--- config.mk ---
export PLATFORM = sky130hd
export DESIGN_NAME = skts_front
export DESIGN_NICKNAME = d
export VERILOG_FILES = /design/src/rtl/skts_pkg.sv /design/src/rtl/skts_front.sv
export SDC_FILE = /design/constraint.sdc
export NUM_CORES = 1
export LEC_CHECK = 0
export ABC_AREA = 0
export ABC_CLOCK_PERIOD_IN_PS = 22000
export BUFFER_PORTS_ARGS = -buffer_cell sky130_fd_sc_hd__buf_4
export CAP_MARGIN = 0
export CELL_PAD_IN_SITES_DETAIL_PLACEMENT = 1
export CELL_PAD_IN_SITES_GLOBAL_PLACEMENT = 1
export CORE_AREA = 2 2 153 155
export CTS_BUF_LIST = sky130_fd_sc_hd__clkbuf_4 sky130_fd_sc_hd__clkbuf_8 sky130_fd_sc_hd__clkbuf_16
export DETAILED_ROUTE_END_ITERATION = 8
export DIE_AREA = 0 0 155 157
export GPL_TIMING_DRIVEN = 0
export PLACE_DENSITY = 0.73
export SLEW_MARGIN = 10
export SYNTH_ARGS = -nofsm -noshare
export SYNTH_HDL_FRONTEND = slang
export SYNTH_SLANG_ARGS = --single-unit
export TNS_END_PERCENT = 100
--- constraint.sdc ---
create_clock -name clock -period 22 [get_ports clock]
set_input_delay 4.4 -clock clock [delete_from_list [all_inputs] [get_ports clock]]
set_output_delay 4.4 -clock clock [all_outputs]
set_load 0.02 [all_outputs]
--- src/rtl/skts_pkg.sv ---
`timescale 1ns / 1ps
// ----------------------------------------------------------------------------
// skts_pkg
// Shared types and constants for the sorted key/value table search unit.
// ----------------------------------------------------------------------------
package skts_pkg;

   localparam int ENTRIES_DEFAULT = 64;
   localparam int QUEUE_DEPTH     = 2;

   typedef enum logic [1:0] {
      OP_CLEAR  = 2'd0,
      OP_APPEND = 2'd1,
      OP_GET    = 2'd2,
      OP_SCAN   = 2'd3
   } op_type;

   typedef struct packed {
      logic [1:0]          op;
      logic signed [63:0]  key;
      logic signed [63:0]  end_key;
      logic signed [63:0]  value;
   } req_type;

   typedef struct packed {
      logic                found;
      logic signed [63:0]  out_key;
      logic signed [63:0]  out_value;
      logic                last;
   } rsp_type;

   typedef struct packed {
      op_type              op;
      logic                empty_range;
      logic signed [63:0]  key;
      logic signed [63:0]  end_key;
      logic signed [63:0]  value;
   } cmd_type;

   typedef enum logic [2:0] {
      ST_IDLE,
      ST_PROBE,
      ST_CMP,
      ST_GET_CHK,
      ST_SCAN_CHK,
      ST_SCAN_END
   } eng_state_type;

endpackage

--- src/rtl/skts_front.sv ---
`timescale 1ns / 1ps
// ----------------------------------------------------------------------------
// skts_front
// Accepts request transactions, decodes the operation and flags scans whose
// bounds are crossed, then hands the command to the queue.
// ----------------------------------------------------------------------------
module skts_front import skts_pkg::*; (
   input  logic    clock,
   input  logic    reset,
   input  logic    start,
   output logic    busy,
   input  req_type req_data,
   output logic    push,
   output cmd_type push_cmd,
   input  logic    q_full
);

   logic    valid_ff;
   logic    valid_in;
   cmd_type cmd_ff;
   cmd_type cmd_in;
   logic    accept;

   assign busy     = valid_ff && q_full;
   assign accept   = start && !busy;
   assign push     = valid_ff && !q_full;
   assign push_cmd = cmd_ff;

   always_comb begin
      cmd_in             = cmd_ff;
      valid_in           = valid_ff;
      if (push) begin
         valid_in = 1'b0;
      end
      if (accept) begin
         valid_in           = 1'b1;
         cmd_in.op          = op_type'(req_data.op);
         cmd_in.key         = req_data.key;
         cmd_in.end_key     = req_data.end_key;
         cmd_in.value       = req_data.value;
         cmd_in.empty_range = $signed(req_data.key) > $signed(req_data.end_key);
      end
   end

   always_ff @(posedge clock) begin
      if (reset) begin
         valid_ff <= 1'b0;
      end else begin
         valid_ff <= valid_in;
      end
      cmd_ff <= cmd_in;
   end

endmodule

==> impl_metrics.toml <==
[clock_tree]
clk_pin_slew_ns = 0.07
cts-root-buf = "clkbuf_16"
cts_tree = "yes"
cts_buffers = 17
cts_setup_buffers = 0
cts_num_sinks = 196
htree_levels = 4
cts-resized-gates = 0
hold_buffers = 0
cts_max_path_buffers = 2
clk_latency_ns = 0.43

[routing]
vias_per_cell = 4.50
routed.top_layer = "met4"
wl_met3_mm = 1.92
drc_errors = 0
vias = 5167
drt-met1-wl_mm = 7.79
dr.pass1.iters = 4
drt_iter0_markers = 138
ant_nets = 0
wl_met2_mm = 11.9
routedWlPerCell_um = 19.3
wirelength_mm = 22.2

[placed_design]
pre_cts_slack_ns = 12.70
port_buffers = 394
dp_hpwl_mm = 18.3
gp_congestion = 0.774
dpl-instance-area_mm2 = 0.0110

[floorplanning]
rows = 55
die_y_um = 157
core_area_mm2 = 0.0225
die-area_mm2 = 0.0243
initial_core_util_pct = 33.6
io_pins = 395
die_w_um = 155

[critical_path]
critPathLaunchType = "input port"
cp-end-kind = "output pin"
path_max_fanout = 3
crit_type = "input port to output pin"
crit_required_ns = 17.60
crit_arrival_ns = 4.90

[timing]
hold_violations = 0
finalSetupTns_ns = 0
finalCriticalPeriod_ns = 9.30
finalClockSkew_ns = 0.00644
final_max_slew_viol_count = 0
fmax_mhz = 108
final-setup-viol-count = 0
min_period_over_period_pct = 42.3
relSlewSlack_pct = 41.8
worst_slack_ns = 12.70
worstMarginPinSlew_ns = 0.871
rsz0062_at_grt = "no"

[synthesis]
netlist.area_leader.share_pct = 77.5
syn-cell-area_mm2 = 0.00755
syn_nets = 691
synth_common_cells = "edfxtp_1 (195), ha_1 (64), inv_1 (64)"
synth_flop_cell = "edfxtp_1"
synth_area_leaders = "edfxtp_1 (78%), ha_1 (11%), inv_1 (3.2%), a21oi_1 (1.5%), a21o_1 (1.1%)"
ys_warn_count = 0
synthesis.instances = 429
synth_edf_count = 195
netlist.top_cell.by_area = "edfxtp_1"
synth_seq_cells = 196
yosysUniqueCellTypes = 28
syn_avg_cell_area_um2 = 17.6
async_flop_share_pct = 0
yosys.cell_count.top_type = "edfxtp_1"
ys_seq_area_share_pct = 77.8

[global_routing]
grt_usage_pct = 17.8
grt_pass1_wl_mm = 32.1
grt_pass1_vias = 5491
antenna_found_initial = 2
grt.overflow.total = 0
grt_max_degree = 30

[run_status]
outcome = "finished, final reports clean"

[cells_and_area]
num-fill-cells = 2256
nNetsFinal = 1111
design_area_mm2 = 0.0116
multi_input_area_mm2 = 0.00144
regArea_mm2 = 0.00588
layout-drive-gt1-share_pct = 50.9
area_growth_pct = 53.7

[pwr]
ir_drop_uv = 43.3
p_leak_nw = 5.22
power_mw = 0.879
powerDensity_mw_per_mm2 = 75.7

[min_path]
hp-class = "flop to flop"

[flow_run]
cap_violations = 0
-- layer usage --
metal  vias to the layer above  track usage [%]
met1                      2445             19.0
met4                         0             6.57
li1                       2453                -
met2                       238             32.7
met5                         -                0
met3                        31             5.97
-- final timing paths --
check	slack, ns	from	cells after the start	end
hold / removal	0.69	valid_ff$_SDFFE_PP0P_	3	valid_ff$_SDFFE_PP0P_
setup / recovery	12.70	q_full	3	busy
hold reg to reg	0.69	valid_ff$_SDFFE_PP0P_	3	valid_ff$_SDFFE_PP0P_
setup reg to reg	19.76	valid_ff$_SDFFE_PP0P_	5	push_cmd[173]$_DFFE_PP_
-- per-stage QoR --
stage                     util [%]  instances  hold WS [ns]
after global placement        48.3       1108         0.639
after detailed placement      49.0       1115         0.689
final                         51.6       1148         0.691
after global routing          51.6       1148         0.716
after floorplan                  -        429         0.683
after CTS                     51.6       1146         0.700
-- power breakdown --
| part | switching [mW] | internal [mW] | leakage (nW) |
|---|---|---|---|
| clock | 0.151 | 0.150 | 0.275 |
| combinational | 0.0712 | 0.0631 | 3.05 |
| sequential | 0.00599 | 0.437 | 1.89 |
| total | 0.229 | 0.650 | 5.22 |
-- registers in the layout, indices dropped and copies added, names as in the netlist --
signal and flops:
push_cmd 195, valid_ff 1
-- cells in the final DEF, fill, tap and decap left out, types with 4 or more instances in the layout --
master / instances
a211oi_1: 4
a21o_1: 11
a21oi_1: 22
buf_12: 4
buf_4: 394
clkbuf_16: 17
clkinv_4: 4
edfxtp_1: 195
ha_1: 64
inv_1: 64
inv_8: 4
nand2_1: 13
nand3_1: 6
nand4_1: 9
nor2_1: 9
o21ai_0: 8
-- worst max-delay path, cell delays in order --
cell and delay [ns]:
buf_4 0.11, and2_1 0.21, buf_4 0.18
-- cell families after synthesis --
logic type,synth area share [%]
simple gates,3.94
mux,0.133
compound gates,4.32
flops,77.8
fa+ha+maj,10.6
buf+inv,3.18
-- final cells by class --
class / count / share of cell area [%]
flip-flops and latches: 196 / 50.6
well taps: 285 / 3.07
clock inverters: 14 / 1.22
diodes: 2 / 0.0431
repair buffers: 401 / 26.9
inverters: 64 / 2.07
multi-input cells: 169 / 12.4
clock buffers: 17 / 3.66
Power figures use the tool's default switching activity.
