===== src/rtl/skts_pkg.sv =====
`timescale 1ns / 1ps
// ----------------------------------------------------------------------------
// skts_pkg
// Shared types and constants for the sorted key/value table search unit.
// ----------------------------------------------------------------------------
package skts_pkg;

   localparam int ENTRIES_DEFAULT = 64;
   localparam int QUEUE_DEPTH     = 2;

   typedef enum logic [1:0] {
      OP_CLEAR  = 2'd0,
      OP_APPEND = 2'd1,
      OP_GET    = 2'd2,
      OP_SCAN   = 2'd3
   } op_type;

   typedef struct packed {
      logic [1:0]          op;
      logic signed [63:0]  key;
      logic signed [63:0]  end_key;
      logic signed [63:0]  value;
   } req_type;

   typedef struct packed {
      logic                found;
      logic signed [63:0]  out_key;
      logic signed [63:0]  out_value;
      logic                last;
   } rsp_type;

   typedef struct packed {
      op_type              op;
      logic                empty_range;
      logic signed [63:0]  key;
      logic signed [63:0]  end_key;
      logic signed [63:0]  value;
   } cmd_type;

   typedef enum logic [2:0] {
      ST_IDLE,
      ST_PROBE,
      ST_CMP,
      ST_GET_CHK,
      ST_SCAN_CHK,
      ST_SCAN_END
   } eng_state_type;

endpackage


===== src/rtl/skts_queue.sv =====
`timescale 1ns / 1ps
// ----------------------------------------------------------------------------
// skts_queue
// Short command queue between the front and the search engine.
// ----------------------------------------------------------------------------
module skts_queue import skts_pkg::*; (
   input  logic    clock,
   input  logic    reset,
   input  logic    push,
   input  cmd_type push_cmd,
   output logic    full,
   input  logic    pop,
   output cmd_type pop_cmd,
   output logic    empty
);

   localparam int PTR_W = (QUEUE_DEPTH > 1) ? $clog2(QUEUE_DEPTH) : 1;
   localparam int CNT_W = $clog2(QUEUE_DEPTH + 1);

   cmd_type             slot_ff [QUEUE_DEPTH];
   logic [PTR_W-1:0]    wr_ptr_ff;
   logic [PTR_W-1:0]    wr_ptr_in;
   logic [PTR_W-1:0]    rd_ptr_ff;
   logic [PTR_W-1:0]    rd_ptr_in;
   logic [CNT_W-1:0]    fill_ff;
   logic [CNT_W-1:0]    fill_in;

   assign full    = fill_ff == CNT_W'(QUEUE_DEPTH);
   assign empty   = fill_ff == '0;
   assign pop_cmd = slot_ff[rd_ptr_ff];

   always_comb begin
      wr_ptr_in = wr_ptr_ff;
      rd_ptr_in = rd_ptr_ff;
      fill_in   = fill_ff;
      if (push && !full) begin
         wr_ptr_in = (wr_ptr_ff == PTR_W'(QUEUE_DEPTH - 1)) ? '0 : wr_ptr_ff + 1'b1;
      end
      if (pop && !empty) begin
         rd_ptr_in = (rd_ptr_ff == PTR_W'(QUEUE_DEPTH - 1)) ? '0 : rd_ptr_ff + 1'b1;
      end
      if ((push && !full) && !(pop && !empty)) begin
         fill_in = fill_ff + 1'b1;
      end else if (!(push && !full) && (pop && !empty)) begin
         fill_in = fill_ff - 1'b1;
      end
   end

   always_ff @(posedge clock) begin
      if (reset) begin
         wr_ptr_ff <= '0;
         rd_ptr_ff <= '0;
         fill_ff   <= '0;
      end else begin
         wr_ptr_ff <= wr_ptr_in;
         rd_ptr_ff <= rd_ptr_in;
         fill_ff   <= fill_in;
      end
      if (push && !full) begin
         slot_ff[wr_ptr_ff] <= push_cmd;
      end
   end

endmodule


===== config.mk =====
export PLATFORM = sky130hd
export DESIGN_NAME = skts_queue
export DESIGN_NICKNAME = d
export VERILOG_FILES = /design/src/rtl/skts_pkg.sv /design/src/rtl/skts_queue.sv
export SDC_FILE = /design/constraint.sdc
export NUM_CORES = 1
export LEC_CHECK = 0
export ABC_AREA = 1
export BUFFER_PORTS_ARGS = -buffer_cell sky130_fd_sc_hd__clkbuf_2
export CORE_MARGIN = 10
export CORE_UTILIZATION = 53
export DETAILED_ROUTE_END_ITERATION = 16
export GPL_ROUTABILITY_DRIVEN = 0
export GPL_TIMING_DRIVEN = 0
export PLACE_DENSITY = 0.9
export SETUP_SLACK_MARGIN = 0.1
export SYNTH_ARGS = -nofsm -noshare
export SYNTH_HDL_FRONTEND = slang
export SYNTH_SLANG_ARGS = --single-unit
export TNS_END_PERCENT = 50

===== constraint.sdc =====
create_clock -name clock -period 11.5 [get_ports clock]
set_input_delay 1.725 -clock clock [delete_from_list [all_inputs] [get_ports clock]]
set_output_delay 1.725 -clock clock [all_outputs]
set_load 0.01 [all_outputs]

==> insert_results.sql, run 1 <==
INSERT INTO impl_metrics (metric_group, metric, value, unit) VALUES
('power_and_ir_drop', 'power.share.switching', '0.2597', ''),
('timing', 'setup-tns-final', '0', 'ps'),
('floorplan', 'core_region_area', '27780', 'sq um'),
('critical_path', 'timing.reg2reg.worst_path_depth', '5', ''),
('place', 'place_worst_setup_slack', '7730', 'ps'),
('min_path', 'hold_class', 'flop to flop', ''),
('timing', 'final_min_period_over_clock_period', '0.3120', ''),
('timing', 'timing.final.hold_violations', '0', ''),
('critical_path', 'critical_path_peak_fanout', '10', ''),
('floorplan', 'design.die.area', '35300', 'sq um'),
('clocking', 'clkSlewWorstSetupHoldPaths', '60', 'ps'),
('critical_path', 'cp.arrival', '1860', 'ps'),
('drt', 'detail_route.vias_per_cell', '5.122', ''),
('timing', 'max_clock_freq', '278.7', 'MHz'),
('power_and_ir_drop', 'share_comb_of_total_power', '0.255', ''),
('power_and_ir_drop', 'share_seq_of_total_power', '0.438', ''),
('critical_path', 'crit_top_cell', 'sky130_fd_sc_hd__buf_6', ''),
('clocking', 'holdBufCountCts', '0', ''),
('drt', 'drc_violation_count_after_routing', '0', ''),
('power_and_ir_drop', 'p_total', '4.271', 'mW'),
('critical_path', 'worstPathRequired', '9780', 'ps'),
('timing', 'report.final.setup_viol', '0', ''),
('critical_path', 'regToRegSetupSlack', '9100', 'ps'),
('cells_and_area', 'areaGrowthSynthToFinish', '28.13', '%'),
('critical_path', 'worstReg2RegEnd', 'slot_ff[1][140]$_DFFE_PP_', ''),
('critical_path', 'critical_path.max_stage_delay', '330', 'ps'),
('critical_path', 'series_of_cell_instances_along_the_critical_path', 'buf_6, buf_6, buf_6, mux2_4, clkbuf_2', ''),
('grt', 'grt_pass1_wl', '50.85', 'mm'),
('cells_and_area', 'layout.cells.most_common', 'sky130_fd_sc_hd__clkbuf_2', ''),
('grt', 'grt_max_degree', '30', ''),
('clocking', 'cts_setup_buffers', '0', ''),
('drt', 'routedWlPerCell', '22.39', 'um'),
('synthesis', 'synth.cell_area', '14940', 'sq um'),
('clocking', 'h-tree-depth', '2', ''),
('power_and_ir_drop', 'power_switching', '1.109', 'mW'),
('clocking', 'clock_tree_from_tritoncts', 'built', ''),
('cells_and_area', 'final_cell_mix', 'sky130_fd_sc_hd__clkbuf_2, sky130_fd_sc_hd__edfxtp_1, sky130_fd_sc_hd__mux2_4', ''),
('timing', 'finalClockSkew', '11.71', 'ps'),
('synthesis', 'postSynthAreaPerCell', '23.19', 'sq um'),
('critical_path', 'cpMaxStageDelayCell', 'sky130_fd_sc_hd__mux2_4', ''),
('drt', 'drt-pass1-iter-count', '4', ''),
('synthesis', 'synth_cells', '644', ''),
('critical_path', 'r2r-start', 'fill_ff[0]$_SDFFE_PP0P_', ''),
('synthesis', 'synth_warn', '0', ''),
('critical_path', 'cp-end-kind', 'output pin', ''),
('timing', 'slew_headroom', '0.4652', ''),
('critical_path', 'start_kind', 'flop', ''),
('power_and_ir_drop', 'p_clk_frac', '0.308', ''),
('critical_path', 'crit_type', 'flop to output pin', ''),
('floorplan', 'i_o_pins', '396', ''),
('clocking', 'cts-resized-gates', '0', ''),
('grt', 'grt.overflow.total', '0', ''),
('min_path', 'worst_hold_path.endpoint', 'wr_ptr_ff$_SDFFE_PP0N_', ''),
('clocking', 'tritoncts_num_sinks', '395', ''),
('floorplan', 'floorplan.initialDensity', '0.5376', ''),
('grt', 'global_route.usage.total', '0.1873', ''),
('timing', 'final-max-slew-violation-count', '0', ''),
('synthesis', 'yosys_register_bits', '395', ''),
('synthesis', 'netlist-cell-type-count', '15', ''),
('timing', 'rsz0062_at_grt', 'no', ''),
('job', 'maxCapViolCount', '0', ''),
('drt', 'route.vias.total', '7714', ''),
('power_and_ir_drop', 'power.static_leakage', '7.610', 'nW'),
('clocking', 'cts_buffer_depth', '3', ''),
('power_and_ir_drop', 'vdd.ir_drop.worst', '0.1748', 'mV'),
('drt', 'routed_wire_length', '33.72', 'mm'),
('min_path', 'hold_start', 'wr_ptr_ff$_SDFFE_PP0N_', ''),
('synthesis', 'synth_fp_nets', '844', ''),
('clocking', 'numCtsBuffers', '40', ''),
('floorplan', 'dieHeight', '187.9', 'um'),
('status', 'run_status', 'finished, final reports clean', '');
how the worst max path moves through the flow:
stage                     from                        end  slack [ps]  cells after the start
after CTS                 flop                pop_cmd[25]        7860                      5
after floorplan           push    slot_ff[0][0]$_DFFE_PP_         780                      2
after global routing      flop                pop_cmd[90]        7780                      5
final                     flop                pop_cmd[90]        7910                      5
after detailed placement  push  slot_ff[0][143]$_DFFE_PP_        7730                      6
after global placement    push  slot_ff[1][150]$_DFFE_PP_       -3560                      3
routing by layer:
layer	global-route usage	up-vias	part of all wire
li1	-	3473	-
met1	0.1914	3834	0.34
met3	0.05788	73	0.082
met2	0.3481	324	0.55
met4	0.07385	10	0.034
met5	0	-	0.0020
kinds of logic after synthesis:
kind of cell             share of synthesized area
flip-flops                                  0.7908
buffers and inverters                      0.01717
AND/OR/NAND/NOR                           0.004440
multiplexers                                0.1847
AO/OA/AOI/OAI                             0.002010
adder cells (fa/ha/maj)                  0.0008376
power groups by stage:
| stage | combinational (mW) | sequential [mW] | clock [mW] |
|---|---|---|---|
| finish | 1.09 | 1.87 | 1.31 |
| global route | 1.16 | 1.89 | 1.40 |
| CTS | 1.11 | 1.87 | 1.34 |
| detailed placement | 1.10 | 1.90 | 0 |
| global placement | 1.01 | 2.00 | 0 |
| floorplan | 0.655 | 1.95 | 0 |
layout make-up:
| type | count | area, sq um | share of cell area |
|---|---|---|---|
| multi-input cells | 218 | 2883 | 0.1506 |
| clock inverters | 22 | 280.3 | 0.01465 |
| well taps | 378 | 473.0 | 0.02471 |
| clock buffers | 49 | 1056 | 0.05518 |
| flip-flops and latches | 395 | 11810 | 0.6172 |
| plain buffers | 22 | 222.7 | 0.01164 |
| repair buffers | 411 | 2372 | 0.1240 |
| diodes | 2 | 5.005 | 0.0002615 |
| inverters | 9 | 33.78 | 0.001765 |
synthesized netlist by cell type (all sizes together):
master,instances,area [sq um]
edfxtp,390,11710
mux2,195,2759
buf,22,222.7
inv,9,33.78
nor2,9,33.78
dfxtp,5,100.1
o21ai,5,25.02
nand2,4,15.01
a21oi,1,5.000
and2,1,6.260
ha,1,12.51
nand3,1,5.000
nand4,1,6.260
through the flow:
stage / instance area, sq um / hold WS, ps / instances / utilization
detailed placement: 17800 / 549.9 / 1433 / 0.6406
global route: 19130 / 583.4 / 1505 / 0.6888
floorplan: 14940 / 476.0 / 644 / -
finish: 19140 / 557.2 / 1506 / 0.6888
CTS: 19130 / 559.6 / 1504 / 0.6887
global placement: 17390 / 496.9 / 1417 / 0.6258
worst max-delay path: cells and delay by family (launching register included):
family | cells | cell delay (ps)
mux | 1 | 330
flops | 1 | 320
buf+inv | 4 | 690
registers in the layout, indices dropped and copies added, names as in the netlist, named ones only:
register	count
slot_ff	390
fill_ff	2
rd_ptr_ff	1
wr_ptr_ff	1
Power figures use the tool's default switching activity.
==> run 2, diff against run 1 <==
==> constraint.sdc (replaced) <==
create_clock -name clock -period 3.7 [get_ports clock]
set_input_delay 0.555 -clock clock [delete_from_list [all_inputs] [get_ports clock]]
set_output_delay 0.555 -clock clock [all_outputs]
set_load 0.01 [all_outputs]
==> run 2 against run 1 <==
Effect of this change: via count shrank 1.1%; non-clock buffer count down 3; clock-buffer cell count grew 2; sequential power increased to 3.1 times the previous value; largest power group unchanged; die area unchanged; core utilization shrank 0.59 points; critical path type is now flop to flop.
==> insert_results.sql, run 2 (synthesis gave the netlist of run 1 again) <==
INSERT INTO impl_metrics (metric_group, metric, value, unit) VALUES
('clocking', 'clkSlewWorstSetupHoldPaths', '60', 'ps'),
('critical_path', 'critical_path.max_stage_delay', '640', 'ps'),
('clocking', 'clock_tree_from_tritoncts', 'built', ''),
('grt', 'global_route.usage.total', '0.1875', ''),
('critical_path', 'critPathBufInv', '4', ''),
('drt', 'route.vias.total', '7631', ''),
('timing', 'max_clock_freq', '392.0', 'MHz'),
('clocking', 'tritoncts_num_sinks', '395', ''),
('clocking', 'h-tree-depth', '2', ''),
('power_and_ir_drop', 'vdd.ir_drop.worst', '0.4668', 'mV'),
('critical_path', 'crit_top_cell', 'sky130_fd_sc_hd__buf_12', ''),
('critical_path', 'cpMaxStageDelayCell', 'sky130_fd_sc_hd__nor2_4', ''),
('timing', 'rsz0062_at_grt', 'no', ''),
('timing', 'fin_crit', '2551', 'ps'),
('critical_path', 'crit_type', 'flop to flop', ''),
('clocking', 'cts_setup_buffers', '0', ''),
('floorplan', 'core_region_area', '27780', 'sq um'),
('drt', 'drc_violation_count_after_routing', '0', ''),
('timing', 'timing.final.hold_violations', '0', ''),
('place', 'dpl.cell_count', '1430', ''),
('cells_and_area', 'final_core_utilization', '0.6829', ''),
('floorplan', 'i_o_pins', '396', ''),
('cells_and_area', 'final_cell_mix', 'sky130_fd_sc_hd__clkbuf_2, sky130_fd_sc_hd__edfxtp_1, sky130_fd_sc_hd__mux2_4', ''),
('cells_and_area', 'finish.net_count', '1295', ''),
('power_and_ir_drop', 'power.static_leakage', '7.546', 'nW'),
('critical_path', 'start_kind', 'flop', ''),
('drt', 'detail_route.vias_per_cell', '5.060', ''),
('clocking', 'holdBufCountCts', '0', ''),
('cells_and_area', 'largest_registers', 'slot_ff (390), fill_ff (2)', ''),
('power_and_ir_drop', 'cellPowerDensity', '684.5', 'nW/um^2'),
('grt', 'grt_pass1_wl', '50.87', 'mm'),
('place', 'dp_hpwl', '25.00', 'mm'),
('cells_and_area', 'finalNonFillerCells', '1508', ''),
('cells_and_area', 'layout-drive-gt1-share', '0.6090', ''),
('drt', 'drt-pass1-iter-count', '4', ''),
('critical_path', 'worstPathRequired', '3900', 'ps'),
('drt', 'routedWlPerCell', '22.42', 'um'),
('cells_and_area', 'max_flop_register', 'slot_ff', ''),
('critical_path', 'series_of_cell_instances_along_the_critical_path', 'o21ai_4, nor2_4, buf_12, buf_16, buf_12, buf_12', ''),
('floorplan', 'floorplan.initialDensity', '0.5376', ''),
('clocking', 'cts_buffer_depth', '3', ''),
('place', 'io_buffer_count', '395', ''),
('min_path', 'hold_class', 'input pin to flop', ''),
('critical_path', 'critical_path_peak_fanout', '31', ''),
('drt', 'routed_wire_length', '33.80', 'mm'),
('drt', 'ant_nets', '0', ''),
('cells_and_area', 'largest_register_ff_count', '390', ''),
('critical_path', 'cpLargestDelayFamily', 'buffers and inverters', ''),
('grt', 'antenna_found_initial', '3', ''),
('status', 'run_status', 'finished, final reports clean', ''),
('grt', 'grt.overflow.total', '0', ''),
('clocking', 'cts-resized-gates', '0', ''),
('grt', 'via_count_of_the_first_global_routing_pass', '8532', ''),
('cells_and_area', 'layout.cells.most_common', 'sky130_fd_sc_hd__clkbuf_2', ''),
('critical_path', 'cp.arrival', '2750', 'ps'),
('timing', 'final_min_period_over_clock_period', '0.6895', ''),
('timing', 'slew_headroom', '0.4494', ''),
('floorplan', 'design.die.area', '35300', 'sq um'),
('drt', 'drt_iter0_drc', '407', ''),
('clocking', 'numCtsBuffers', '41', ''),
('clocking', 'clock_insertion_delay_worst_skew', '520', 'ps'),
('power_and_ir_drop', 'p_total', '12.99', 'mW'),
('timing', 'worst-slew-pin-transition', '823.9', 'ps'),
('timing', 'finalClockSkew', '19.92', 'ps'),
('job', 'maxCapViolCount', '0', ''),
('grt', 'grt_max_degree', '35', ''),
('floorplan', 'dieHeight', '187.9', 'um'),
('floorplan', 'placementRows', '61', ''),
('cells_and_area', 'areaGrowthSynthToFinish', '27.03', '%'),
('critical_path', 'cp-end-kind', 'flop', ''),
('timing', 'final-max-slew-violation-count', '0', ''),
('floorplan', 'dieWidth', '187.9', 'um'),
('timing', 'report.final.setup_viol', '0', ''),
('clocking', 'root_buffer', 'sky130_fd_sc_hd__clkbuf_16', '');
==> run 2: per-stage QoR <==
stage | worst slack (ps) | hold WS [ps] | instance area (sq um) | setup TNS (ps)
final | 1149 | 218.8 | 18970 | 0
after floorplan | -247.1 | 511.4 | 14960 | -92990
after global routing | 950.7 | 193.2 | 18970 | 0
after CTS | 1106 | 191.7 | 18970 | 0
after detailed placement | 948.5 | 532.1 | 17690 | 0
after global placement | -1799 | 532.0 | 17410 | -690620
==> run 2: area by class of cell <==
cell class                 count  area (sq um)
clock buffer                  51          1106
tap                          378         473.0
buffer                        22         222.7
sequential                   395         11810
antenna                        2         5.005
inverter                       9         33.78
clock inverter                25         167.7
multi-input combinational    218          2894
fill                        1779          8808
timing repair buffer         408          2260
==> run 2: power by group <==
group	switching (mW)	internal, mW
Sequential	0.164	5.65
Clock	1.58	2.26
Combinational	1.72	1.62
==> run 2: worst paths after layout <==
kind / from / to / slack [ps] / depth (start not counted)
setup / recovery: fill_ff[0]$_SDFFE_PP0P_ / slot_ff[1][88]$_DFFE_PP_ / 1150 / 6
hold / removal: push_cmd[187] / slot_ff[1][187]$_DFFE_PP_ / 220 / 1
setup reg to reg: fill_ff[0]$_SDFFE_PP0P_ / slot_ff[1][88]$_DFFE_PP_ / 1150 / 6
hold reg to reg: wr_ptr_ff$_SDFFE_PP0N_ / wr_ptr_ff$_SDFFE_PP0N_ / 540 / 2
==> run 2: worst register-to-register path, stage by stage (launching register included) <==
cell,delay (ps)
sky130_fd_sc_hd__dfxtp_1,460
sky130_fd_sc_hd__o21ai_4,130
sky130_fd_sc_hd__nor2_4,640
sky130_fd_sc_hd__buf_12,310
sky130_fd_sc_hd__buf_16,210
sky130_fd_sc_hd__buf_12,230
sky130_fd_sc_hd__buf_12,250
==> run 2: per-layer routing <==
metal	wire length (um)	vias up	track usage
li1	-	3466	-
met1	11580	3764	0.1972
met2	18600	342	0.3448
met3	2803	57	0.05900
met4	808	2	0.06615
met5	18	-	0
==> run 3, diff against run 2 <==
--- a/config.mk
+++ b/config.mk
@@ -8,11 +8,11 @@
 export ABC_AREA = 1
 export BUFFER_PORTS_ARGS = -buffer_cell sky130_fd_sc_hd__clkbuf_2
 export CORE_MARGIN = 10
-export CORE_UTILIZATION = 53
+export CORE_UTILIZATION = 47
 export DETAILED_ROUTE_END_ITERATION = 16
 export GPL_ROUTABILITY_DRIVEN = 0
 export GPL_TIMING_DRIVEN = 0
-export PLACE_DENSITY = 0.9
+export PLACE_DENSITY = 0.85
 export SETUP_SLACK_MARGIN = 0.1
 export SYNTH_ARGS = -nofsm -noshare
 export SYNTH_HDL_FRONTEND = slang
==> constraint.sdc (replaced) <==
create_clock -name clock -period 2.27 [get_ports clock]
set_input_delay 0.3405 -clock clock [delete_from_list [all_inputs] [get_ports clock]]
set_output_delay 0.3405 -clock clock [all_outputs]
set_load 0.01 [all_outputs]
==> run 3 against run 2 <==
Effect of this change: wire length up 11%; die area up 11%; global-route usage down 0.66 points; core utilization down 3.5 points; highest routed layer is now met4.
==> insert_results.sql, run 3 (synthesis gave the netlist of run 1 again) <==
INSERT INTO impl_metrics (metric_group, metric, value, unit) VALUES
('cells_and_area', 'max_flop_register', 'slot_ff', ''),
('critical_path', 'critical_path.max_stage_delay', '330', 'ps'),
('place', 'total_placed_instance_area', '17680', 'sq um'),
('floorplan', 'core_region_area', '31470', 'sq um'),
('timing', 'max_clock_freq', '461.9', 'MHz'),
('drt', 'maxUsedRoutingLayer', 'met4', ''),
('timing', 'timing.final.hold_violations', '0', ''),
('floorplan', 'design.die.area', '39310', 'sq um'),
('floorplan', 'floorplan.initialDensity', '0.4745', ''),
('critical_path', 'cpLargestDelayFamily', 'buffers and inverters', ''),
('drt', 'wl_met2', '19.87', 'mm'),
('drt', 'routedWlPerCell', '22.65', 'um'),
('drt', 'route.vias.total', '8202', ''),
('floorplan', 'i_o_pins', '396', ''),
('critical_path', 'critical_path_peak_fanout', '10', ''),
('drt', 'drc_violation_count_after_routing', '0', ''),
('critical_path', 'series_of_cell_instances_along_the_critical_path', 'buf_8, buf_8, buf_8, mux2_4, clkbuf_2', ''),
('clocking', 'clkSlewWorstSetupHoldPaths', '60', 'ps'),
('critical_path', 'r2r-start', 'fill_ff[0]$_SDFFE_PP0P_', ''),
('power_and_ir_drop', 'power_switching', '5.913', 'mW'),
('job', 'maxCapViolCount', '0', ''),
('min_path', 'hold-path-cell-count', '1', ''),
('timing', 'worst_hold_slack', '14.42', 'ps'),
('timing', 'final_min_period_over_clock_period', '0.9538', ''),
('cells_and_area', 'largest_registers', 'slot_ff (390), fill_ff (2)', ''),
('critical_path', 'cpMaxStageDelayCell', 'sky130_fd_sc_hd__dfxtp_2', ''),
('floorplan', 'dieWidth', '198.3', 'um'),
('cells_and_area', 'layout.cells.most_common', 'sky130_fd_sc_hd__clkbuf_2', ''),
('drt', 'ant_nets', '0', ''),
('clocking', 'clock_insertion_delay_worst_skew', '530', 'ps'),
('clocking', 'tritoncts_num_sinks', '395', ''),
('grt', 'grt_max_degree', '35', ''),
('critical_path', 'timing.reg2reg.worst_path_depth', '5', ''),
('power_and_ir_drop', 'cellPowerDensity', '1067', 'nW/um^2'),
('critical_path', 'regToRegSetupSlack', '220', 'ps'),
('cells_and_area', 'layout-drive-gt1-share', '0.5540', ''),
('timing', 'slew_headroom', '0.5384', ''),
('place', 'dpl.cell_count', '1453', ''),
('clocking', 'root_buffer', 'sky130_fd_sc_hd__clkbuf_16', ''),
('critical_path', 'crit_top_cell', 'sky130_fd_sc_hd__buf_8', ''),
('cells_and_area', 'final_cell_mix', 'sky130_fd_sc_hd__clkbuf_2, sky130_fd_sc_hd__edfxtp_1, sky130_fd_sc_hd__mux2_4', ''),
('cells_and_area', 'stdcell_area', '20400', 'sq um'),
('critical_path', 'crit_type', 'flop to output pin', ''),
('drt', 'drt-pass1-iter-count', '5', ''),
('grt', 'global_route.usage.total', '0.1809', ''),
('power_and_ir_drop', 'power.share.switching', '0.2716', ''),
('drt', 'drt_iter0_drc', '333', ''),
('drt', 'detail_route.vias_per_cell', '4.941', ''),
('critical_path', 'critPathBufInv', '4', ''),
('power_and_ir_drop', 'p_clk_frac', '0.293', ''),
('power_and_ir_drop', 'p_total', '21.77', 'mW'),
('cells_and_area', 'finalNonFillerCells', '1660', ''),
('drt', 'wl_on_met1', '13.38', 'mm'),
('min_path', 'hold_start', 'push_cmd[154]', ''),
('power_and_ir_drop', 'share_comb_of_total_power', '0.271', ''),
('clocking', 'h-tree-depth', '2', ''),
('cells_and_area', 'areaGrowthSynthToFinish', '36.56', '%'),
('clocking', 'numCtsBuffers', '42', ''),
('status', 'run_status', 'finished, final reports clean', ''),
('grt', 'grt.overflow.total', '0', ''),
('clocking', 'clock_tree_from_tritoncts', 'built', ''),
('timing', 'worst-slew-pin-transition', '691.7', 'ps'),
('floorplan', 'placementRows', '65', ''),
('power_and_ir_drop', 'power.static_leakage', '8.097', 'nW'),
('timing', 'finalClockSkew', '22.60', 'ps'),
('power_and_ir_drop', 'share_seq_of_total_power', '0.437', ''),
('critical_path', 'cp-end-kind', 'output pin', ''),
('cells_and_area', 'largest_register_ff_count', '390', ''),
('cells_and_area', 'finish.net_count', '1420', ''),
('place', 'dp_hpwl', '25.07', 'mm'),
('critical_path', 'worstPathRequired', '1930', 'ps'),
('critical_path', 'worstReg2RegEnd', 'slot_ff[0][115]$_DFFE_PP_', ''),
('timing', 'fin_crit', '2165', 'ps'),
('power_and_ir_drop', 'internal-power', '15.86', 'mW'),
('timing', 'report.final.setup_viol', '0', ''),
('drt', 'met3_length', '2.902', 'mm'),
('grt', 'grt_pass1_wl', '54.13', 'mm'),
('min_path', 'hold_class', 'input pin to flop', ''),
('timing', 'final-max-slew-violation-count', '0', ''),
('power_and_ir_drop', 'vdd.ir_drop.worst', '0.7056', 'mV'),
('grt', 'antenna_found_initial', '5', ''),
('min_path', 'worst_hold_path.endpoint', 'slot_ff[1][154]$_DFFE_PP_', ''),
('grt', 'via_count_of_the_first_global_routing_pass', '9101', ''),
('clocking', 'cts_buffer_depth', '3', ''),
('critical_path', 'cp.arrival', '1820', 'ps'),
('floorplan', 'dieHeight', '198.3', 'um'),
('critical_path', 'start_kind', 'flop', ''),
('place', 'io_buffer_count', '395', ''),
('drt', 'routed_wire_length', '37.60', 'mm'),
('timing', 'rsz0062_at_grt', 'yes', '');
==> run 3: timing repair <==
| item | CTS | global route |
|---|---|---|
| endpoints found under the hold margin | 217 | 14 |
| setup buffers | 0 | 0 |
| resized for setup | 12 | 25 |
| pin swaps | 1 | 1 |
| setup endpoints to repair | 185 | 272 |
| hold buffers | 113 | 7 |
| cloned | 1 | 4 |
==> run 3: worst max path at each step <==
stage / to / slack (ps) / depth (start not counted)
final: pop_cmd[152] / 100 / 5
after global routing: pop_cmd[152] / 40 / 5
after CTS: pop_cmd[60] / 50 / 5
after detailed placement: slot_ff[0][51]$_DFFE_PP_ / 3 / 6
after global placement: slot_ff[1][104]$_DFFE_PP_ / -3110 / 3
after floorplan: slot_ff[0][0]$_DFFE_PP_ / -1510 / 3
==> run 3: final cells by class <==
cell class | count | area [sq um]
flip-flops and latches | 395 | 11820
multi-input cells | 220 | 2907
diodes | 7 | 17.52
inverters | 9 | 33.78
repair buffers | 530 | 3515
plain buffers | 22 | 326.6
clock buffers | 53 | 1114
well taps | 402 | 503.0
fillers | 2054 | 11080
clock inverters | 22 | 165.2
==> run 3: per-layer routing <==
layer | global-route usage | vias up
li1 | - | 3729
met3 | 0.05194 | 72
met4 | 0.07973 | 0
met1 | 0.1948 | 4094
met5 | 0 | -
met2 | 0.3233 | 307
==> run 3: stage by stage <==
stage	setup WS, ps	util	TNS, ps
floorplan	-1514	-	-589010
global placement	-3107	0.5542	-1205010
detailed placement	3.476	0.5619	0
CTS	54.57	0.6402	0
global route	38.83	0.6479	0
finish	104.9	0.6480	0
==> run 3: power by group through the flow <==
stage / registers [mW] / clock network [mW] / logic [mW]
floorplan: 9.64 / 0 / 3.34
global placement: 9.73 / 0 / 5.18
detailed placement: 9.63 / 0 / 5.48
CTS: 9.48 / 6.47 / 5.74
global route: 9.58 / 6.79 / 6.23
finish: 9.50 / 6.37 / 5.90
